<file path="src/design/mag_hard_soft_iron_calibrator_top_macros.svh">
// Assertion macros shared by the calibrator RTL.
// Depends on nothing; included by modules that carry concurrent checks.
`ifndef MAG_HARD_SOFT_IRON_CALIBRATOR_TOP_MACROS_SVH
`define MAG_HARD_SOFT_IRON_CALIBRATOR_TOP_MACROS_SVH

// Check that cons holds in the same cycle as ante.
`define MHSI_ASSERT_SAME(label, clk, rst, ante, cons, msg) \
   label: assert property (@(posedge clk) disable iff (rst) (ante) |-> (cons)) \
      else $error(msg);

// Check that cons holds in the cycle after ante.
`define MHSI_ASSERT_NEXT(label, clk, rst, ante, cons, msg) \
   label: assert property (@(posedge clk) disable iff (rst) (ante) |=> (cons)) \
      else $error(msg);

`endif

</file>
<file path="src/design/mhsi_pkg.sv">
// Shared types, widths and constants of the magnetometer calibrator.
// Used by mhsi_lane, mhsi_merge and the top level; depends on nothing.
`timescale 1ns / 1ps
`default_nettype none

package mhsi_pkg;

   localparam int NUM_AXES       = 3;
   localparam int COUNT_BITS_DEF = 16;

   localparam int SAMPLE_W = 16;
   localparam int HALF_W   = 15;
   localparam int SCALE_W  = 31;
   localparam int MG_W     = 28;
   localparam int HSUM_W   = 17;
   localparam int RES_W    = 19;
   localparam int COEF_W   = 28;
   localparam int ADJ_W    = 8;
   localparam int TOTAL_W  = 16;

   // divider works on hsum << 16, one quotient bit per step
   localparam int NUMER_W   = HSUM_W + 16;
   localparam int DIV_STEPS = NUMER_W;
   localparam int STEP_W    = $clog2(DIV_STEPS + 1);

   localparam logic [RES_W-1:0]   RES_16BIT_Q16 = 19'd98264;
   localparam logic [RES_W-1:0]   RES_14BIT_Q16 = 19'd393056;
   localparam logic [SCALE_W-1:0] SCALE_SAT     = {SCALE_W{1'b1}};

   localparam logic signed [SAMPLE_W-1:0] MAX_RESET = 16'sh8000;
   localparam logic signed [SAMPLE_W-1:0] MIN_RESET = 16'sh7FFF;

   // configuration register indexes
   localparam int CSR_IDX_W  = 3;
   localparam int CSR_DATA_W = 16;
   localparam logic [CSR_IDX_W-1:0] CSR_SAMPLE_TOTAL = 3'd0;
   localparam logic [CSR_IDX_W-1:0] CSR_RES_16BIT    = 3'd1;
   localparam logic [CSR_IDX_W-1:0] CSR_ADJ_X        = 3'd2;
   localparam logic [CSR_IDX_W-1:0] CSR_ADJ_Y        = 3'd3;
   localparam logic [CSR_IDX_W-1:0] CSR_ADJ_Z        = 3'd4;

   localparam logic [TOTAL_W-1:0] SAMPLE_TOTAL_RESET = 16'd128;
   localparam logic [ADJ_W-1:0]   ADJ_RESET          = 8'd128;

   localparam logic [1:0] AXIS_X = 2'd0;
   localparam logic [1:0] AXIS_Y = 2'd1;
   localparam logic [1:0] AXIS_Z = 2'd2;

   typedef struct packed {
      logic                       ready_req;
      logic                       overflow;
      logic signed [SAMPLE_W-1:0] sample_x;
      logic signed [SAMPLE_W-1:0] sample_y;
      logic signed [SAMPLE_W-1:0] sample_z;
   } req_type;

   typedef struct packed {
      logic [1:0]                 axis;
      logic signed [SAMPLE_W-1:0] bias_counts;
      logic [HALF_W-1:0]          half_range;
      logic [SCALE_W-1:0]         scale_q16;
      logic                       scale_invalid;
      logic signed [MG_W-1:0]     bias_mg_q8;
      logic                       last;
   } rsp_type;

   typedef enum logic [2:0] {
      ST_IDLE,
      ST_LATCH,
      ST_PREP,
      ST_DIV,
      ST_EMIT
   } state_type;

   // merge stage to lanes
   typedef struct packed {
      logic update;   // request accepted this cycle
      logic take;     // request carries a usable sample
      logic latch;    // capture run result, clear trackers
      logic prep;     // load divider, form milligauss bias
      logic step;     // advance divider one bit
   } lane_ctrl_type;

   // lane to merge stage
   typedef struct packed {
      logic [HALF_W-1:0]          half;
      logic signed [SAMPLE_W-1:0] bias;
      logic [SCALE_W-1:0]         scale;
      logic                       invalid;
      logic signed [MG_W-1:0]     mg;
   } lane_stat_type;

endpackage

`default_nettype wire

</file>
<file path="src/design/mhsi_lane.sv">
// One axis lane: held sample, min/max tracker, bias and half-range,
// milligauss bias multiply and a bit-serial scale divider. Uses mhsi_pkg.
`timescale 1ns / 1ps
`default_nettype none

module mhsi_lane (
   input  wire logic                                 clock,
   input  wire logic                                 reset,
   input  wire mhsi_pkg::lane_ctrl_type              ctrl,
   input  wire logic signed [mhsi_pkg::SAMPLE_W-1:0] sample,
   input  wire logic                                 res_16bit,
   input  wire logic [mhsi_pkg::ADJ_W-1:0]           adj,
   input  wire logic [mhsi_pkg::HSUM_W-1:0]          hsum,
   output mhsi_pkg::lane_stat_type                   stat
);
   import mhsi_pkg::*;

   logic signed [SAMPLE_W-1:0] held_ff, held_in;
   logic signed [SAMPLE_W-1:0] max_ff, max_in;
   logic signed [SAMPLE_W-1:0] min_ff, min_in;
   logic signed [SAMPLE_W-1:0] bias_ff, bias_in;
   logic [HALF_W-1:0]          half_ff, half_in;
   logic [COEF_W-1:0]          coef_ff, coef_in;
   logic signed [MG_W-1:0]     mg_ff, mg_in;
   logic [NUMER_W-1:0]         quo_ff, quo_in;
   logic [HSUM_W-1:0]          rem_ff, rem_in;
   logic [HSUM_W-1:0]          dvs_ff, dvs_in;

   logic signed [SAMPLE_W-1:0] cand;
   logic signed [SAMPLE_W:0]   sum;
   logic signed [SAMPLE_W:0]   sum_rnd;
   logic [SAMPLE_W:0]          diff;
   logic [COEF_W-1:0]          res_ext;
   logic [COEF_W-1:0]          adj_ext;
   logic signed [SAMPLE_W+COEF_W:0] prod;
   logic [HSUM_W:0]            trial;
   logic                       fits;

   // pick the sample that feeds the trackers
   always_comb begin
      cand    = (ctrl.take) ? sample : held_ff;
      held_in = (ctrl.update) ? cand : held_ff;
   end

   // track min and max, restart on latch
   always_comb begin
      max_in = max_ff;
      min_in = min_ff;
      if (ctrl.latch) begin
         max_in = MAX_RESET;
         min_in = MIN_RESET;
      end else if (ctrl.update) begin
         if (cand > max_ff) max_in = cand;
         if (cand < min_ff) min_in = cand;
      end
   end

   // bias truncates toward zero, half-range of a non-negative span
   always_comb begin
      sum     = {max_ff[SAMPLE_W-1], max_ff} + {min_ff[SAMPLE_W-1], min_ff};
      sum_rnd = sum + (SAMPLE_W+1)'(sum[SAMPLE_W]);
      diff    = {max_ff[SAMPLE_W-1], max_ff} - {min_ff[SAMPLE_W-1], min_ff};
      bias_in = (ctrl.latch) ? sum_rnd[SAMPLE_W:1] : bias_ff;
      half_in = (ctrl.latch) ? diff[HALF_W:1] : half_ff;
   end

   // resolution times sensitivity factor, then bias times that
   always_comb begin
      res_ext = COEF_W'((res_16bit) ? RES_16BIT_Q16 : RES_14BIT_Q16);
      adj_ext = COEF_W'(adj) + COEF_W'(9'd128);
      coef_in = (ctrl.latch) ? res_ext * adj_ext : coef_ff;
      prod    = bias_ff * $signed({1'b0, coef_ff});
      mg_in   = (ctrl.prep) ? prod[MG_W+15:16] : mg_ff;
   end

   // restoring divider: (hsum << 16) / (3 * half)
   always_comb begin
      trial  = {rem_ff, quo_ff[NUMER_W-1]};
      fits   = (trial >= {1'b0, dvs_ff});
      quo_in = quo_ff;
      rem_in = rem_ff;
      dvs_in = dvs_ff;
      if (ctrl.prep) begin
         quo_in = {hsum, 16'd0};
         rem_in = '0;
         dvs_in = {1'b0, half_ff, 1'b0} + HSUM_W'(half_ff);
      end else if (ctrl.step) begin
         quo_in = {quo_ff[NUMER_W-2:0], fits};
         rem_in = (fits) ? HSUM_W'(trial - {1'b0, dvs_ff}) : trial[HSUM_W-1:0];
      end
   end

   // tracker state
   always_ff @(posedge clock) begin
      if (reset) begin
         held_ff <= '0;
         max_ff  <= MAX_RESET;
         min_ff  <= MIN_RESET;
      end else begin
         held_ff <= held_in;
         max_ff  <= max_in;
         min_ff  <= min_in;
      end
   end

   // result datapath
   always_ff @(posedge clock) begin
      bias_ff <= bias_in;
      half_ff <= half_in;
      coef_ff <= coef_in;
      mg_ff   <= mg_in;
      quo_ff  <= quo_in;
      rem_ff  <= rem_in;
      dvs_ff  <= dvs_in;
   end

   // saturate the scale; zero half-range flags it
   always_comb begin
      stat.half    = half_ff;
      stat.bias    = bias_ff;
      stat.mg      = mg_ff;
      stat.invalid = (half_ff == '0);
      if (half_ff == '0 || quo_ff[NUMER_W-1:SCALE_W] != '0) begin
         stat.scale = SCALE_SAT;
      end else begin
         stat.scale = quo_ff[SCALE_W-1:0];
      end
   end

endmodule

`default_nettype wire

</file>
<file path="config.mk">
export PLATFORM = sky130hd
export DESIGN_NAME = mhsi_lane
export DESIGN_NICKNAME = d
export VERILOG_FILES = /design/src/design/mag_hard_soft_iron_calibrator_top_macros.svh /design/src/design/mhsi_pkg.sv /design/src/design/mhsi_lane.sv
export SDC_FILE = /design/constraint.sdc
export NUM_CORES = 2
export LEC_CHECK = 0
export BUFFER_PORTS_ARGS = -buffer_cell sky130_fd_sc_hd__buf_2
export CORE_MARGIN = 4
export CORE_UTILIZATION = 58
export CTS_CLUSTER_DIAMETER = 100
export CTS_CLUSTER_SIZE = 28
export DETAILED_ROUTE_END_ITERATION = 8
export PLACE_DENSITY = 0.79
export RECOVER_POWER = 25
export SYNTH_ARGS = -nofsm -noshare
export SYNTH_HDL_FRONTEND = slang
export SYNTH_SLANG_ARGS = --single-unit
</file>
<file path="constraint.sdc">
create_clock -name clock -period 6.75 [get_ports clock]
set_clock_uncertainty 0.2 [all_clocks]
set_input_delay 0.3375 -clock clock [delete_from_list [all_inputs] [get_ports clock]]
set_output_delay 0.3375 -clock clock [all_outputs]
set_load 0.01 [all_outputs]
</file>
======== Yosys cells after proc, flatten, opt, wreduce, memory -nomap -nowiden ========
Cells that the tools add are included.
Widths: inputs -> output; s select.
storage, ports and cells
  word-level logic and storage cells ...... 35
  bits of input ports ..................... 49
  register bits ........................... 202
operators by class
  order comparisons ....................... 3
  reductions and logical operators ........ 7
  muxes and demuxes ....................... 6
  add/sub/neg operators ................... 6
  multiply operators ...................... 2
operator list
  kind                 number
  $mux 33              2
  $mul 16x29->44       1
  $mux 31              1
  $mul 19x9->28        1
  $mux 19              1
  $ge 18x17->1         1
  $add 16x15->17       1
  $add 16x16->17       1
  $add 17x1->17        1
  $mux 17              1
  $sub 17x17->17       1
  $gt 16x16->1         1
  $lt 16x16->1         1
  $mux 16              1
  $sub 16x16->16       1
  $logic_not 15->1     1
  $add 8x8->9 const B  1
  $reduce_and 2->1     2
  $reduce_bool 2->1    2
  $reduce_or 2->1      1
  $logic_or 1x1->1     1

======== Logic depth before layout (Yosys ltp) ========
  word-level depth ........................ 3
  gate-level depth with buffers ........... 24
  depth with buffers taken out ............ 23

======== Worst setup path before layout ========
No wires, ideal clock.
  path kind ............................... register -> register
  start ................................... register bias_ff[15]
  end ..................................... register mg_ff[26], data pin
  path slack .............................. -0.014 ns
  clock period less this slack ............ 6.764 ns
  arrival time ............................ 6.301 ns
  data required time ...................... 6.288 ns
  setup time .............................. 0.262 ns
  stages on the path, launching flop included .. 23
  cell sequence ........................... edfxtp_1 > clkbuf_1 > clkinv_1 > clkbuf_1 > nor2_1 > fa_1 > fa_1 > fa_1 > fa_1 > fa_1 > inv_1 > fa_1 > inv_1 > ha_1 > nand2_1 > o21ai_1 > o41a_1 > a221o_1 > nor4_4 > nor3_2 > o21ai_1 > o21bai_1 > xor2_1
between the ends
  cells in the longest elaborated chain, start to end .. 1
ends and longest elaborated chain
  item                    line              text
  start, declared         mhsi_lane.sv:21   logic signed [SAMPLE_W-1:0] bias_ff, bias_in;
  start signal, assigned  mhsi_lane.sv:108  bias_ff <= bias_in;
  $mul 16x29->44          mhsi_lane.sv:72   prod = bias_ff * $signed({1'b0, coef_ff});
  named net prod[42]      mhsi_lane.sv:35   logic signed [SAMPLE_W+COEF_W:0] prod;
  end signal, assigned    mhsi_lane.sv:111  mg_ff <= mg_in;
  end, declared           mhsi_lane.sv:24   logic signed [MG_W-1:0] mg_ff, mg_in;
The timed path passes the listed nets, and every way through them passes these cells.
A chain may end at the register's enable or synchronous reset.

======== Worst setup path in the final report ========
  start ................................... register bias_ff[7]
  end ..................................... register mg_ff[26], data pin
Same word-level chain as after synthesis.

==> reports/summary.md <==
• **outcome** finished, violations left
• **failing checks** max-capacitance violations, max-slew violations, negative setup slack
• **total clock buffers created by CTS** 17
• **largest fanout on the critical path** 10
• **worst-case reg-to-reg path depth** 24
• **most frequent standard cell in the layout excluding fill and tap cells** inv_1
• **flip-flop and latch count after synthesis** 199
• **Post-synth top flop** edfxtp_1
• **slowest cell on the critical path** fa_1
• **Nets** 3842
• **arrival time of the worst setup path** 6.84 ns
• **required time of the critical path** 6.76 ns
• **Initial Util** 0.5856
• **Achievable Freq** 146.5 MHz
• **Detail Placement HPWL** 54130 µm
• **Syn Area/Cell** 9.310 µm²
• **global-route usage over all layers** 0.2740
• **per-cell routed wire length** 18.09 µm
• **RSZ-0062 raised after global routing** yes
• **total clock sinks** 199
• **part of the cycle the worst path needs** 1.011
• **horizontal die dimension** 224.6 µm
• **post-synthesis instance area** 0.02720 mm²
• **distinct cell type count of the synthesized netlist** 83
• **post-synthesis async set-or-reset flop share** 0
• **CTS tree** yes
• **CTS clock-pin slew for the worst setup and hold paths** 0.08 ns
• **shortest period the worst path allows** 6.826 ns
• **Max-cap violations** 2
• **number of inserted filler cells in the final layout** 3710
• **Row Count** 79
• **cells taking the most area after synthesis** fa_1 (28%), ha_1 (14%), edfxtp_1 (13%)
• **vertical die dimension** 224.6 µm
• **number of slew-limit violations in the final report** 100
• **non-filler instance count after layout** 3729
• **port buffer count** 139
• **total I/O pin count** 140
• **vias in the first global route** 21910
• **number of synthesized flops with an enable pin** 118
• **die footprint** 0.05043 mm²
• **delay of the slowest cell on the worst path** 0.62 ns
• **hold-critical path depth** 2
• **Initial DRT Pass Iterations** 6
• **path class of the lowest-slack min-delay path** in2reg
• **critical path launch point type** register
• **H-tree levels** 4
• **sequence of cells on the critical path** buf_4, buf_4, buf_4, nand2_1, fa_1, inv_1, fa_1, fa_1, fa_1, fa_1, inv_1, fa_1, inv_1, ha_1, a21o_1, a21o_1, a21oi_1, o21ai_2, o21ai_0, buf_4, nor3_2, o21ai_2, o21bai_1, xor2_1
• **buffer levels on the longest clock path** 2
• **cell taking the most area after synthesis** fa_1
• **share of the synthesized area in the top cell type** 0.2840
• **drt initial violations** 1297
• **global placer's final weighted congestion** 0.9099
• **summed negative setup slack over all endpoints** -0.2465 ns
• **top library cells by usage in the layout, fill and taps aside** inv_1 (575), fa_1 (378), nand2_1 (299)
• **Area growth syn-to-layout** 11.23%
• **maximum number of pins on one net before global-route repair** 61
• **post-synthesis net count** 3656
• **part of the Yosys area used for sequential elements** 0.1899
• **drt via density** 5.553
• **final number of setup-violating endpoints** 5
• **Final Worst Setup Slack** -0.07602 ns
• **CTS root buffer** clkbuf_16
• **Worst setup EP type** register
• **slew at the pin closest to its max-slew limit** 3.348 ns
• **leftover overflow at the end of global routing** 0
• **share of post-route cells with drive strength above 1** 0.1317
• **global-route wire length before repair** 111200 µm
• **drt total wl** 67450 µm
• **cell with the most instances on the worst path** fa_1
• **number of synthesis warnings** 0
• **tightest slew margin relative to the limit** -1.232
• **post-detailed-route DRC marker count** 0
• **count of placed standard cells including taps** 3662
• **via count** 20710
• **final design utilization** 0.6513
• **crit path kind** reg2reg
• **post-synthesis cell count** 2922
• **clock latency of the later-clocked register in the worst-skew pair** 0.47 ns
• **area of the core region** 0.04646 mm²
• **antenna violations before repair** 2
• **Post-DRT Antenna Nets** 0
• **Final Hold Fails** 0
-- worst paths after layout --
kind	start	endpoint	slack [ns]
max	bias_ff[7]$_DFFE_PP_	mg_ff[26]$_DFFE_PP_	-0.08
min	reset	held_ff[0]$_SDFFE_PP0P_	0.09
max reg2reg	bias_ff[7]$_DFFE_PP_	mg_ff[26]$_DFFE_PP_	-0.08
min reg2reg	held_ff[14]$_SDFFE_PP0P_	held_ff[14]$_SDFFE_PP0P_	0.28
-- area by class of cell --
cell class                 instances  area [µm²]  share of cell area
antenna                            1       2.502          0.00008270
clock buffer                      17       425.4             0.01406
clock inverter                    15       206.4            0.006823
inverter                         586        2200             0.07269
multi-input combinational       2027       19610              0.6480
sequential                       199        5165              0.1707
tap                              607       759.5             0.02510
timing repair buffer             277        1893             0.06256
-- synth_stat cells (4+ instances only) --
master     number
or2_2          38
a311oi_1       25
o2111ai_1       4
a21o_1         38
o31ai_1         4
a22o_1         16
nor4_1          6
mux2i_1        22
buf_2           5
and2_1        176
nand2_1       303
nor3_1         38
nand4_1        11
o21ai_0        42
ha_1          299
edfxtp_1      118
dfxtp_1        81
o211ai_1       24
nor2b_1        20
fa_1          386
xnor2_1        76
a2111oi_0       8
a21oi_1        94
nand3_1        25
clkbuf_1       96
buf_1           4
or3_1           9
xor2_1         23
nor2_1        157
a31oi_1        13
a211oi_1       12
o21a_1         15
nand2b_1       19
nor3b_1         7
inv_1         580
o21bai_1       10
and3_1         11
a21boi_0        7
a211o_1         6
o21ai_1         9
mux2_2         16
-- worst max-delay path: cells and delay by family, from the launching register on --
family	cells	cell delay, ns
buffers and inverters	7	0.86
and+or+nand+nor	2	0.16
adders and majority gates	7	3.37
DFF	1	0.33
AOI/OAI and AO/OA	7	1.44
xor gates and xnor gates	1	0.17
-- state kept, by name, indices dropped and copies added, names as in the netlist --
register / count
held_ff: 16
rem_ff: 17
quo_ff: 33
coef_ff: 25
min_ff: 16
max_ff: 16
bias_ff: 16
dvs_ff: 17
mg_ff: 28
half_ff: 15
-- cells by family (layout without fill, tap and decap cells) --
| group | Yosys count | count (layout) | share of synthesized area |
|---|---|---|---|
| AOI/OAI and AO/OA | 356 | 356 | 0.08982 |
| other | 0 | 1 | 0 |
| DFF | 199 | 199 | 0.1899 |
| muxes | 38 | 38 | 0.01472 |
| xor gates and xnor gates | 101 | 101 | 0.03307 |
| buffers and inverters | 696 | 895 | 0.09700 |
| and+or+nand+nor | 847 | 847 | 0.1540 |
| adders and majority gates | 685 | 685 | 0.4216 |
-- routing by layer --
layer | GRT usage | vias to the layer above | part of all wire
met5 | 0 | - | 0
met1 | 0.3654 | 10220 | 0.42
met4 | 0.09625 | 0 | 0.035
met3 | 0.04816 | 147 | 0.062
met2 | 0.4558 | 694 | 0.48
li1 | - | 9651 | -
-- through the flow --
step           setup WS (ns)  cell area, µm²  hold slack, ns
3_3_place_gp        -0.05403           29090          0.2664
5_1_grt              -0.2862           30260          0.1121
3_5_place_dp         -0.2199           29090          0.2725
6_report            -0.07602           30260         0.09382
2_1_floorplan        0.07666           27210          0.2500
4_1_cts             0.004041           29960         0.06177
-- what timing repair did --
action | in CTS | in global routing
endpoints found under the hold margin | 17 | 0
resized for setup | 4 | 55
endpoints found under the setup margin | 14 | 16
hold buffers | 17 | 0
pin swaps | 3 | 26
buffers inserted | 6 | 11
Power is left out: the tool's default activity adds up to more than one toggle a clock period on the data nets, which glitch-free logic cannot reach.
