--- src/design/mag_hard_soft_iron_calibrator_top_macros.svh ---
// Assertion macros shared by the calibrator RTL.
// Depends on nothing; included by modules that carry concurrent checks.
`ifndef MAG_HARD_SOFT_IRON_CALIBRATOR_TOP_MACROS_SVH
`define MAG_HARD_SOFT_IRON_CALIBRATOR_TOP_MACROS_SVH

// Check that cons holds in the same cycle as ante.
`define MHSI_ASSERT_SAME(label, clk, rst, ante, cons, msg) \
   label: assert property (@(posedge clk) disable iff (rst) (ante) |-> (cons)) \
      else $error(msg);

// Check that cons holds in the cycle after ante.
`define MHSI_ASSERT_NEXT(label, clk, rst, ante, cons, msg) \
   label: assert property (@(posedge clk) disable iff (rst) (ante) |=> (cons)) \
      else $error(msg);

`endif

--- src/design/mhsi_pkg.sv ---
// Shared types, widths and constants of the magnetometer calibrator.
// Used by mhsi_lane, mhsi_merge and the top level; depends on nothing.
`timescale 1ns / 1ps
`default_nettype none

package mhsi_pkg;

   localparam int NUM_AXES       = 3;
   localparam int COUNT_BITS_DEF = 16;

   localparam int SAMPLE_W = 16;
   localparam int HALF_W   = 15;
   localparam int SCALE_W  = 31;
   localparam int MG_W     = 28;
   localparam int HSUM_W   = 17;
   localparam int RES_W    = 19;
   localparam int COEF_W   = 28;
   localparam int ADJ_W    = 8;
   localparam int TOTAL_W  = 16;

   // divider works on hsum << 16, one quotient bit per step
   localparam int NUMER_W   = HSUM_W + 16;
   localparam int DIV_STEPS = NUMER_W;
   localparam int STEP_W    = $clog2(DIV_STEPS + 1);

   localparam logic [RES_W-1:0]   RES_16BIT_Q16 = 19'd98264;
   localparam logic [RES_W-1:0]   RES_14BIT_Q16 = 19'd393056;
   localparam logic [SCALE_W-1:0] SCALE_SAT     = {SCALE_W{1'b1}};

   localparam logic signed [SAMPLE_W-1:0] MAX_RESET = 16'sh8000;
   localparam logic signed [SAMPLE_W-1:0] MIN_RESET = 16'sh7FFF;

   // configuration register indexes
   localparam int CSR_IDX_W  = 3;
   localparam int CSR_DATA_W = 16;
   localparam logic [CSR_IDX_W-1:0] CSR_SAMPLE_TOTAL = 3'd0;
   localparam logic [CSR_IDX_W-1:0] CSR_RES_16BIT    = 3'd1;
   localparam logic [CSR_IDX_W-1:0] CSR_ADJ_X        = 3'd2;
   localparam logic [CSR_IDX_W-1:0] CSR_ADJ_Y        = 3'd3;
   localparam logic [CSR_IDX_W-1:0] CSR_ADJ_Z        = 3'd4;

   localparam logic [TOTAL_W-1:0] SAMPLE_TOTAL_RESET = 16'd128;
   localparam logic [ADJ_W-1:0]   ADJ_RESET          = 8'd128;

   localparam logic [1:0] AXIS_X = 2'd0;
   localparam logic [1:0] AXIS_Y = 2'd1;
   localparam logic [1:0] AXIS_Z = 2'd2;

   typedef struct packed {
      logic                       ready_req;
      logic                       overflow;
      logic signed [SAMPLE_W-1:0] sample_x;
      logic signed [SAMPLE_W-1:0] sample_y;
      logic signed [SAMPLE_W-1:0] sample_z;
   } req_type;

   typedef struct packed {
      logic [1:0]                 axis;
      logic signed [SAMPLE_W-1:0] bias_counts;
      logic [HALF_W-1:0]          half_range;
      logic [SCALE_W-1:0]         scale_q16;
      logic                       scale_invalid;
      logic signed [MG_W-1:0]     bias_mg_q8;
      logic                       last;
   } rsp_type;

   typedef enum logic [2:0] {
      ST_IDLE,
      ST_LATCH,
      ST_PREP,
      ST_DIV,
      ST_EMIT
   } state_type;

   // merge stage to lanes
   typedef struct packed {
      logic update;   // request accepted this cycle
      logic take;     // request carries a usable sample
      logic latch;    // capture run result, clear trackers
      logic prep;     // load divider, form milligauss bias
      logic step;     // advance divider one bit
   } lane_ctrl_type;

   // lane to merge stage
   typedef struct packed {
      logic [HALF_W-1:0]          half;
      logic signed [SAMPLE_W-1:0] bias;
      logic [SCALE_W-1:0]         scale;
      logic                       invalid;
      logic signed [MG_W-1:0]     mg;
   } lane_stat_type;

endpackage

`default_nettype wire

--- src/design/mhsi_merge.sv ---
// Merge stage: request count, run sequencer, half-range sum for the lane
// dividers and the result register that serializes the three axes. Uses mhsi_pkg.
`timescale 1ns / 1ps
`default_nettype none
`include "mag_hard_soft_iron_calibrator_top_macros.svh"

module mhsi_merge #(
   parameter int COUNT_BITS = mhsi_pkg::COUNT_BITS_DEF
) (
   input  wire logic                                           clock,
   input  wire logic                                           reset,
   input  wire logic                                           req_valid,
   input  wire logic                                           take,
   output logic                                                req_stall,
   input  wire logic [mhsi_pkg::TOTAL_W-1:0]                   sample_total,
   input  wire mhsi_pkg::lane_stat_type [mhsi_pkg::NUM_AXES-1:0] stat,
   output mhsi_pkg::lane_ctrl_type                             ctrl,
   output logic [mhsi_pkg::HSUM_W-1:0]                         hsum,
   output logic                                                rsp_valid,
   input  wire logic                                           rsp_stall,
   output mhsi_pkg::rsp_type                                   rsp_data
);
   import mhsi_pkg::*;

   localparam int CMP_W = (COUNT_BITS > TOTAL_W) ? COUNT_BITS : TOTAL_W;
   localparam logic [COUNT_BITS-1:0] CNT_MAX = {COUNT_BITS{1'b1}};

   state_type              state_ff, state_in;
   logic [COUNT_BITS-1:0]  cnt_ff, cnt_in;
   logic [STEP_W-1:0]      step_ff, step_in;
   logic [1:0]             idx_ff, idx_in;
   logic                   rsp_valid_ff, rsp_valid_in;
   rsp_type                rsp_ff, rsp_in;

   logic [COUNT_BITS-1:0]  cnt_inc;
   logic [TOTAL_W-1:0]     target;
   logic                   run_end;
   logic                   div_done;
   logic                   rsp_take;
   logic                   load;
   logic [1:0]             sel_idx;
   lane_stat_type          sel;

   // count requests, saturating; a run ends at the target or at saturation
   always_comb begin
      cnt_inc = (cnt_ff == CNT_MAX) ? cnt_ff : cnt_ff + COUNT_BITS'(1);
      target  = (sample_total == '0) ? TOTAL_W'(1) : sample_total;
      run_end = (CMP_W'(cnt_inc) >= CMP_W'(target)) || (cnt_inc == CNT_MAX);
      cnt_in  = cnt_ff;
      if (ctrl.update) cnt_in = (run_end) ? '0 : cnt_inc;
   end

   assign div_done = (state_ff == ST_DIV) && (step_ff == STEP_W'(DIV_STEPS - 1));
   assign rsp_take = rsp_valid_ff && !rsp_stall;

   // next state
   always_comb begin
      state_in = state_ff;
      case (state_ff)
         ST_IDLE:  if (req_valid && run_end) state_in = ST_LATCH;
         ST_LATCH: state_in = ST_PREP;
         ST_PREP:  state_in = ST_DIV;
         ST_DIV:   if (div_done) state_in = ST_EMIT;
         ST_EMIT:  if (rsp_take && idx_ff == AXIS_Z) state_in = ST_IDLE;
         default:  state_in = ST_IDLE;
      endcase
   end

   // state outputs
   always_comb begin
      req_stall   = 1'b1;
      ctrl.update = 1'b0;
      ctrl.take   = take;
      ctrl.latch  = 1'b0;
      ctrl.prep   = 1'b0;
      ctrl.step   = 1'b0;
      case (state_ff)
         ST_IDLE: begin
            req_stall   = 1'b0;
            ctrl.update = req_valid;
         end
         ST_LATCH: ctrl.latch = 1'b1;
         ST_PREP:  ctrl.prep  = 1'b1;
         ST_DIV:   ctrl.step  = 1'b1;
         default:  req_stall  = 1'b1;
      endcase
   end

   // sum of half-ranges for every lane divider
   assign hsum = HSUM_W'(stat[0].half) + HSUM_W'(stat[1].half) + HSUM_W'(stat[2].half);

   // divider step count
   always_comb begin
      step_in = step_ff;
      if (ctrl.prep) step_in = '0;
      else if (ctrl.step) step_in = step_ff + STEP_W'(1);
   end

   // pick the lane for the next result; x loads once the divider has finished
   always_comb begin
      load    = (state_ff == ST_EMIT) &&
                (!rsp_valid_ff || (rsp_take && idx_ff != AXIS_Z));
      sel_idx = (rsp_valid_ff) ? idx_ff + 2'd1 : AXIS_X;
      case (sel_idx)
         AXIS_X:  sel = stat[0];
         AXIS_Y:  sel = stat[1];
         default: sel = stat[2];
      endcase
   end

   // result register: load, advance, drop after z
   always_comb begin
      rsp_in       = rsp_ff;
      idx_in       = idx_ff;
      rsp_valid_in = rsp_valid_ff;
      if (load) begin
         idx_in               = sel_idx;
         rsp_valid_in         = 1'b1;
         rsp_in.axis          = sel_idx;
         rsp_in.bias_counts   = sel.bias;
         rsp_in.half_range    = sel.half;
         rsp_in.scale_q16     = sel.scale;
         rsp_in.scale_invalid = sel.invalid;
         rsp_in.bias_mg_q8    = sel.mg;
         rsp_in.last          = (sel_idx == AXIS_Z);
      end else if (rsp_take) begin
         rsp_valid_in = 1'b0;
      end
   end

   // control registers
   always_ff @(posedge clock) begin
      if (reset) begin
         state_ff     <= ST_IDLE;
         cnt_ff       <= '0;
         step_ff      <= '0;
         idx_ff       <= AXIS_X;
         rsp_valid_ff <= 1'b0;
      end else begin
         state_ff     <= state_in;
         cnt_ff       <= cnt_in;
         step_ff      <= step_in;
         idx_ff       <= idx_in;
         rsp_valid_ff <= rsp_valid_in;
      end
   end

   // result payload
   always_ff @(posedge clock) begin
      rsp_ff <= rsp_in;
   end

   assign rsp_valid = rsp_valid_ff;
   assign rsp_data  = rsp_ff;

   `MHSI_ASSERT_SAME(a_rsp_in_emit, clock, reset, rsp_valid_ff, state_ff == ST_EMIT, "result outside emit")
   `MHSI_ASSERT_SAME(a_last_on_z, clock, reset, rsp_valid_ff && rsp_ff.last, rsp_ff.axis == AXIS_Z, "last not on z")
   `MHSI_ASSERT_SAME(a_step_range, clock, reset, state_ff == ST_DIV, step_ff < STEP_W'(DIV_STEPS), "divider overran")
   `MHSI_ASSERT_NEXT(a_run_latch, clock, reset, state_ff == ST_IDLE && req_valid && run_end, state_ff == ST_LATCH, "run end missed")

endmodule

`default_nettype wire

--- config.mk ---
export PLATFORM = sky130hd
export DESIGN_NAME = mhsi_merge
export DESIGN_NICKNAME = d
export VERILOG_FILES = /design/src/design/mhsi_pkg.sv /design/src/design/mhsi_merge.sv
export VERILOG_INCLUDE_DIRS = /design/src /design/src/design
export SDC_FILE = /design/constraint.sdc
export NUM_CORES = 1
export LEC_CHECK = 0
export BUFFER_PORTS_ARGS = -buffer_cell sky130_fd_sc_hd__buf_2
export CAP_MARGIN = 0
export CORE_AREA = 2 2 162 164
export DETAILED_ROUTE_END_ITERATION = 7
export DIE_AREA = 0 0 164 166
export GPL_ROUTABILITY_DRIVEN = 0
export PLACE_DENSITY = 0.63
export SYNTH_ARGS = -nofsm -noshare
export SYNTH_HDL_FRONTEND = slang
export SYNTH_SLANG_ARGS = --single-unit
--- constraint.sdc ---
create_clock -name clock -period 6.59 [get_ports clock]
set_input_delay 0.3295 -clock clock [delete_from_list [all_inputs] [get_ports clock]]
set_output_delay 0.3295 -clock clock [all_outputs]
set_load 0.005 [all_outputs]
== Word level (Yosys, flattened, before mapping) ==
Index checks and enable logic that the tools add are counted.
Widths: inputs -> output; s select.

* Logic and storage cells: 64
* Output and inout bits: 118
* Register bits after elaboration: 122

* Eq/ne operators: 14
* Order comparisons: 1
* Reductions and logical operators: 16
* $add $sub $neg: 5
* Multiplexer cells: 16

{| class="wikitable"
|+ Operator list
! kind !! count
|-
| $pmux 91 s2 || 1
|-
| $mux 16 || 3
|-
| $eq 16x16->1 const B || 2
|-
| $add 16x15->17 || 1
|-
| $add 15x15->16 || 1
|-
| $add 16x1->16 const B || 1
|-
| $ge 16x16->1 || 1
|-
| $logic_not 16->1 || 1
|-
| $pmux 3 s5 || 1
|-
| $mux 3 || 3
|-
| $ne 2x2->1 const B || 4
|-
| $mux 1 || 7
|-
| $add 6x1->6 const B || 1
|-
| $eq 3x2->1 const B || 2
|-
| $eq 6x6->1 const B || 1
|-
| $logic_and 1x1->1 || 6
|-
| $eq 2x2->1 const B || 2
|-
| $eq 3x1->1 const B || 1
|-
| $eq 3x3->1 const B || 1
|-
| $logic_not 3->1 || 1
|-
| $reduce_and 3->1 || 1
|-
| $add 2x1->2 const B || 1
|-
| $eq 2x1->1 const B || 1
|-
| $logic_not 1->1 || 2
|-
| other kinds (5) || 6
|}

== Longest topological paths before layout ==
Gate-level depths: netlist of the first run.

* Depth in word-level cells: 7
* Mapped depth: 18

== Worst setup path after synthesis of the first run ==
OpenSTA, ideal clock, no wires.

* Kind: register to register
* Start point: register idx_ff[0]
* End point: register rsp_ff, in the netlist rsp_data[0] (enable)
* Stages on the path, launching flop included: 6
* Path slack: 3.362 ns
* Arrival: 2.781 ns
* Clock period less this slack: 3.228 ns
* Path buffers: 0
* Path through: dfxtp_1 -> inv_1 -> ha_1 -> o21ai_0 -> nand3_1 -> inv_1

* Word-level cells in the longest chain between the ends: 4

{| class="wikitable"
|+ RTL lines
! what !! RTL line !! text
|-
| from (decl) || mhsi_merge.sv:31 || <nowiki>logic [1:0] idx_ff, idx_in;</nowiki>
|-
| from (signal assigned) || mhsi_merge.sv:143 || <nowiki>idx_ff <= idx_in;</nowiki>
|-
| $ne 2x2->1 || mhsi_merge.sv:102 || <nowiki>(!rsp_valid_ff || (rsp_take && idx_ff != AXIS_Z));</nowiki>
|-
| $logic_and 1x1->1 || mhsi_merge.sv:102 ||
|-
| $logic_or 1x1->1 || mhsi_merge.sv:102 ||
|-
| $logic_and 1x1->1 || mhsi_merge.sv:101 || <nowiki>load = (state_ff == ST_EMIT) &&</nowiki>
|-
| named net load || mhsi_merge.sv:40 || <nowiki>logic load;</nowiki>
|-
| to (signal assigned) || mhsi_merge.sv:150 || <nowiki>rsp_ff <= rsp_in;</nowiki>
|-
| to (decl) || mhsi_merge.sv:33 || <nowiki>rsp_type rsp_ff, rsp_in;</nowiki>
|}

The timed path passes the listed nets, and every way through them passes these cells.
A chain may end at the register's enable or synchronous reset.

== Final worst setup path of the first run ==
* Start point: register cnt_ff[0]
* End point: register cnt_ff[8]

* Word-level cells in the longest chain between the ends: 5
* Elaborated cells between the ends (all ways): 7

{| class="wikitable"
|+ RTL lines
! what !! RTL line !! text
|-
| from (decl) || mhsi_merge.sv:29 || <nowiki>logic [COUNT_BITS-1:0] cnt_ff, cnt_in;</nowiki>
|-
| from (signal assigned) || mhsi_merge.sv:141 || <nowiki>cnt_ff <= cnt_in;</nowiki>
|-
| $add 16x1->16 or $eq 16x16->1 (tied branches) || mhsi_merge.sv:46 || <nowiki>cnt_inc = (cnt_ff == CNT_MAX) ? cnt_ff : cnt_ff + COUNT_BITS'(1);</nowiki>
|-
| $mux 16 (*) || mhsi_merge.sv:46 ||
|-
| $ge 16x16->1 or $eq 16x16->1 (tied branches) || mhsi_merge.sv:48 || <nowiki>run_end = (CMP_W'(cnt_inc) >= CMP_W'(target)) || (cnt_inc == CNT_MAX);</nowiki>
|-
| $logic_or 1x1->1 || mhsi_merge.sv:48 ||
|-
| $mux 16 (*) || mhsi_merge.sv:50 || <nowiki>if (ctrl.update) cnt_in = (run_end) ? '0 : cnt_inc;</nowiki>
|}

Mark *: on every way between the ends. The rest lies on a longest branch, timed or not.

==> flow_summary.toml, run 1 <==
[clock_network]
cts_resized = 0
cts_tree = "built"
clkTransAtPathRegs_ns = 0.06
numCtsBuffers = 17
root_buffer = "clkbuf_16"
cts_sinks = 122
htree_levels = 4
cts_setup_buffers = 0
clockBufferDepth = 2
cts.hold.buffers_added = 0
clock_latency_ns = 0.41

[setup_path]
reg2reg_from = "cnt_ff[0]"
reg2reg_depth = 13
end_kind = "flip-flop"
required_ns = 6.88
r2r_end = "cnt_ff[8]"
ff2ff_setup_slack_ns = 2.59
cp-start-kind = "flip-flop"
path_class = "reg2reg"
cp.arrival_ns = 4.29
crit_fanout = 17

[min_path]
hold_class = "in2reg"
whs_path_depth = 3
holdCritStartpoint = "rsp_stall"
min_to = "rsp_valid"

[yosys]
syn_area_per_cell_um2 = 9.40
synth.distinct_cells = 69
synth_edf_count = 94
ys_warn_count = 0
ys_seq_area_frac = 0.443
synthFlopType = "edfxtp_1"
syn_area_mm2 = 0.00764
synthCells = 812
synth_nets = 1154
synth-seq-cells = 122
async_reset_ff_frac = 0

[final_layout]
final_cell_mix = "buf_2 (409), a21oi_1 (119), nor2_1 (115), edfxtp_1 (94), o22ai_1 (91)"
seqCellArea_mm2 = 0.00339
drive_gt1_frac = 0.394
mostFrequentLayoutCell = "buf_2"
syn_to_final_growth_pct = 37.0
multi_input_area_mm2 = 0.00389
nets = 1530
nFillCells = 2588

[grt]
overflow = 0
grt_max_degree = 63
grt_use_total = 0.188
use_met3 = 0.0587
grt_util_met2 = 0.331
grt_pass1_wl_um = 39300
gr-usage-met1 = 0.222
grt_antenna_before_repair = 8
grt.busiest_layer = "met2"
grt_pass1_vias = 7244

[sta]
worst_clock_skew_ns = 0.0148
setup_violations = 0
fin_crit_ns = 4.00
rsz0062_at_grt = "false"
worst_pin_slew_ns = 0.866
hold_viol_final = 0
finalSetupTns_ns = 0
setup_ws_ns = 2.59
slew_viol_final = 0
fmax_ghz = 0.250
fin_crit_sh = 0.607
max_slew_margin = 0.421

[detailed_routing]
wl_um = 26800
ant_nets = 0
viasPerCell = 5.00
vias = 7694
wire_per_inst_um = 17.4
dr.pass1.iters = 6
drc = 0
drt-initial-drc-count = 371

[floorplanning]
ios = 412
die_h_um = 166
core_mm2 = 0.0256
initial_core_util = 0.298
die_w_um = 164
placementRows = 59
dieArea_mm2 = 0.0272

[placement]
place_ws_ns = 2.66
dpl.hpwl_um = 20600
portBuffers = 409

[power_and_ir_drop]
power_density_mw_per_mm2 = 198
power_w = 0.00207
ir_drop_v = 0.000144
leakage_nw = 4.58

[run]
timing.max_cap.violations = 0

[status]
status = "finished, final reports clean"
[area by class of cell]
cell class                      instances  share of cell area
Timing Repair Buffer                  415               0.200
Antenna cell                            3            0.000718
Inverter                               34              0.0124
Tap cell                              335              0.0401
Clock buffer                           20              0.0417
Clock inverter                         12             0.00969
Sequential cell                       122               0.324
Multi-Input combinational cell        598               0.372
[report_power, final]
part	switching (W)	internal (W)	leakage, nW
clock	0.000344	0.000516	0.254
sequential	0.00000233	0.000828	1.08
combinational	0.000192	0.000191	3.25
[through the flow]
step | instance area (µm²) | util | instances | hold slack (ns)
final | 10500 | 0.408 | 1539 | 0.185
after CTS | 10500 | 0.408 | 1536 | 0.157
after global placement | 9920 | 0.387 | 1504 | 0.485
after floorplan | 7640 | - | 812 | 0.468
after global routing | 10500 | 0.408 | 1536 | 0.193
after detailed placement | 9920 | 0.387 | 1504 | 0.505
[critical path, stage by stage, from the launching register on]
cell and delay, ns:
dfxtp_1 0.46, ha_1 0.34, and4_1 0.40, nand4_2 0.29
xnor2_1 0.21, ha_1 0.29, nand2b_1 0.14, a21oi_1 0.18
nor2_1 0.06, a311oi_1 0.33, nor4_2 0.12, a211oi_4 0.75
o21ai_0 0.21, o31ai_1 0.12
[state kept, by name (all words and copies together), names as in the netlist]
name       cells
cnt_ff        16
state_ff       3
idx_ff         2
rsp_data      94
rsp_valid      1
step_ff        6
[metal layers]
layer | share of wire | routed length [µm]
met5 | 0.0031 | 82
met2 | 0.50 | 13300
met1 | 0.41 | 10900
met4 | 0.012 | 318
met3 | 0.081 | 2180
[cells in the mapped netlist, types with 5 or more instances]
master | number | area (µm²)
a21o_1 | 6 | 45.0
a21oi_1 | 119 | 596
a31oi_1 | 6 | 37.5
and3_1 | 9 | 56.3
and4_1 | 5 | 43.8
buf_1 | 9 | 33.8
buf_2 | 5 | 25.0
clkbuf_1 | 36 | 135
dfxtp_1 | 28 | 561
edfxtp_1 | 94 | 2820
fa_1 | 16 | 320
ha_1 | 32 | 400
inv_1 | 33 | 124
nand2_1 | 29 | 109
nand2b_1 | 8 | 50.1
nand3_1 | 20 | 100
nand4_1 | 5 | 31.3
nor2_1 | 115 | 432
nor3_1 | 14 | 70.1
nor4_1 | 7 | 43.8
o21a_1 | 5 | 37.5
o21ai_0 | 19 | 95.1
o22ai_1 | 91 | 569
xnor2_1 | 15 | 131
xor2_1 | 8 | 70.1
[worst max-delay path by stage]
| stage | depth (start not counted) | endpoint | start |
|---|---|---|---|
| 3_5_place_dp | 13 | state_ff[0] | cnt_ff[0] |
| 3_3_place_gp | 13 | state_ff[0] | cnt_ff[0] |
| 6_report | 13 | cnt_ff[8] | cnt_ff[0] |
| 5_1_grt | 13 | cnt_ff[9] | cnt_ff[0] |
| 4_1_cts | 13 | cnt_ff[8] | cnt_ff[0] |
| 2_1_floorplan | 5 | rsp_data[0] | idx_ff[0] |
[cell families after synthesis]
logic type                 Yosys count  synth area share
adders and majority gates           48            0.0944
buffers and inverters               92            0.0519
muxes                                4           0.00557
xor gates and xnor gates            24            0.0295
DFF                                122             0.443
and+or+nand+nor                    249             0.162
AOI/OAI and AO/OA                  273             0.213
No activity file was read; power rests on OpenSTA's default activity.
==> run 2, diff against run 1 <==
--- a/config.mk
+++ b/config.mk
@@ -6,13 +6,14 @@
 export SDC_FILE = /design/constraint.sdc
 export NUM_CORES = 1
 export LEC_CHECK = 0
+export ABC_AREA = 1
 export BUFFER_PORTS_ARGS = -buffer_cell sky130_fd_sc_hd__buf_2
 export CAP_MARGIN = 0
-export CORE_AREA = 2 2 162 164
+export CORE_AREA = 2 2 158 160
 export DETAILED_ROUTE_END_ITERATION = 7
-export DIE_AREA = 0 0 164 166
+export DIE_AREA = 0 0 160 162
 export GPL_ROUTABILITY_DRIVEN = 0
-export PLACE_DENSITY = 0.63
+export PLACE_DENSITY = 0.7
 export SYNTH_ARGS = -nofsm -noshare
 export SYNTH_HDL_FRONTEND = slang
 export SYNTH_SLANG_ARGS = --single-unit
==> constraint.sdc (replaced) <==
create_clock -name clock -period 3.4 [get_ports clock]
set_input_delay 0.17 -clock clock [delete_from_list [all_inputs] [get_ports clock]]
set_output_delay 0.17 -clock clock [all_outputs]
set_load 0.005 [all_outputs]
==> run 2 against run 1 <==
Combinational power is 140% higher. Via count is 8.4% higher. Wire length rose by 6.9%. Critical endpoint is now hsum[13]. Hold slack got worse by 0.16 ns. Sequential share of layout area is 1.5 points lower. Non-clock buffer count up 5. Worst setup slack got worse by 2.3 ns. Clock skew is 0.0020 ns higher.
==> flow_summary.toml, run 2 <==
[status]
status = "finished, final reports clean"

[grt]
grt_use_total = 0.213
grt_antenna_before_repair = 10
grt_pass1_wl_um = 43000
grt_max_degree = 81
overflow = 0
grt_pass1_vias = 7979

[setup_path]
crit_end = "hsum[13]"
ff2ff_setup_slack_ns = 0.31
path_class = "in2out"
reg2reg_from = "cnt_ff[0]"
r2r_end = "cnt_ff[2]"
slowest_stage = "fa_1"
crit_top_cell = "inv_1"
end_kind = "primary output"
critPathMaxStageDelay_ns = 0.48
cp.arrival_ns = 2.97
cp_cell_sequence = "buf_2, inv_1, fa_1, inv_1, ha_1, inv_1, fa_1, inv_1, a31oi_1, o21ai_1, a31oi_1, o21ai_0, buf_4, xor2_1, buf_2"
cp-start-kind = "input pin"
crit_start = "stat[76]"
crit_fanout = 3
reg2reg_depth = 21
required_ns = 3.23

[yosys]
synth-xor-area-share = 0.0219
synth_compound_area_frac = 0.0557
synth.distinct_cells = 43
syn_area_per_cell_um2 = 8.25
synth.top_cell.area_share = 0.356
synthCells = 961
synth-seq-cells = 122
syn_area_mm2 = 0.00793
synth-simple-area-share = 0.335
synthFlopType = "edfxtp_1"
synthAdderAreaFrac = 0.0909
ys_seq_area_frac = 0.427
yosys-top-cells-area = "edfxtp_1 (36%), nand2_1 (13%), nand3_1 (12%)"
yosysMostFrequentCell = "nand2_1"
synth_nets = 1303
async_reset_ff_frac = 0
synth_top_family_by_area = "simple AND/OR/NAND/NOR gates"
synth_top_area_cell = "edfxtp_1"
synth_edf_count = 94
ys_top_cells_by_count = "nand2_1 (274), nand3_1 (197), edfxtp_1 (94), inv_1 (87), clkbuf_1 (36)"
synth_mux_area_frac = 0
ys_warn_count = 0

[final_layout]
final_cell_mix = "buf_2 (409), nand2_1 (274), nand3_1 (197), edfxtp_1 (94), inv_1 (84)"
nets = 1696
seqCellArea_mm2 = 0.00338
mostFrequentLayoutCell = "buf_2"
syn_to_final_growth_pct = 38.1
drive_gt1_frac = 0.374
largest_reg_flops = 94
nFillCells = 2421
multi_input_area_mm2 = 0.00401

[detailed_routing]
drc = 0
wire_per_inst_um = 16.9
viasPerCell = 4.91
vias = 8338
drt-initial-drc-count = 566
ant_nets = 0
dr.pass1.iters = 5
wl_um = 28600

[min_path]
hold_class = "in2reg"
holdCritStartpoint = "stat[114]"

[sta]
fin_crit_sh = 0.922
rsz0062_at_grt = "false"
max_slew_margin = 0.483
worst_clock_skew_ns = 0.0168
whs_ns = 0.0287
fin_crit_ns = 3.14
worst_pin_slew_ns = 0.776
fmax_ghz = 0.319
setup_violations = 0
finalSetupTns_ns = 0
slew_viol_final = 0
hold_viol_final = 0

[floorplanning]
die_w_um = 160
die_h_um = 162
placementRows = 57
dieArea_mm2 = 0.0259
ios = 412
initial_core_util = 0.329
core_mm2 = 0.0241

[power_and_ir_drop]
power_density_mw_per_mm2 = 403
ir_drop_v = 0.000293
leakage_nw = 5.24

[clock_network]
cts_sinks = 122
numCtsBuffers = 17
root_buffer = "clkbuf_16"
cts.hold.buffers_added = 0
cts_tree = "built"
clkTransAtPathRegs_ns = 0.06
clockBufferDepth = 2
clock_latency_ns = 0.42
cts_setup_buffers = 0
cts_resized = 0
htree_levels = 4

[placement]
dpl.hpwl_um = 21600
portBuffers = 409

[run]
timing.max_cap.violations = 0
## run 2: cell types whose count changed in the layout (fill, tap and decap cells not counted), sizes merged, moves of 56 or more
cell / change
o22ai: -91
nor2: -76
nand3: +176
a21oi: -83
nand2: +268
inv: +56
## run 2: worst max-delay path, delay by kind of cell
family                     cells  cell delay (ns)
AOI/OAI and AO/OA              4             0.89
xor gates and xnor gates       1             0.21
buffers and inverters          7             0.68
adders and majority gates      3             1.03
## run 2: cell type report
class	count	area share
antenna	6	0.00137
timing repair buffer	420	0.200
multi-input combinational	704	0.366
clock inverter	11	0.0123
tap	324	0.0370
clock buffer	21	0.0431
sequential	122	0.309
inverter	89	0.0310
## run 2: metal layers
metal | up-vias | wire (µm) | GRT usage
met1 | 3874 | 11700 | 0.265
li1 | 4027 | - | -
met3 | 44 | 2400 | 0.0644
met5 | - | 82 | 0
met2 | 381 | 13900 | 0.359
met4 | 12 | 503 | 0.0639
## run 2: through the flow
stage	utilization	total power (W)	instance area, µm²	std cells	setup WS [ns]
finish	0.454	0.00442	11000	1697	0.265
global route	0.454	0.00463	10900	1694	0.0368
CTS	0.454	0.00445	10900	1691	0.133
detailed placement	0.429	0.00256	10300	1659	0.145
global placement	0.429	0.00255	10300	1659	0.148
floorplan	-	0.00214	7930	961	0.335
## run 2: report_power, final
group	switching, W	internal, W	leakage, nW
Sequential	0.0000132	0.00162	1.07
Clock	0.000724	0.00115	0.294
Combinational	0.000486	0.000420	3.87
Total	0.00122	0.00319	5.24
## run 2: cell families after synthesis
group | count (synthesis)
adders and majority gates | 48
and+or+nand+nor | 563
AOI/OAI and AO/OA | 74
buffers and inverters | 135
xor gates and xnor gates | 19
DFF | 122
## run 2: worst min path at each step
stage | endpoint | slack (ns) | cells past startpoint
CTS | rsp_data[12] | 0.008 | 3
detailed placement | ctrl[3] | 0.34 | 0
finish | rsp_data[24] | 0.03 | 3
global route | rsp_data[13] | 0.01 | 3
floorplan | idx_ff[0] | 0.25 | 1
global placement | ctrl[3] | 0.34 | 0
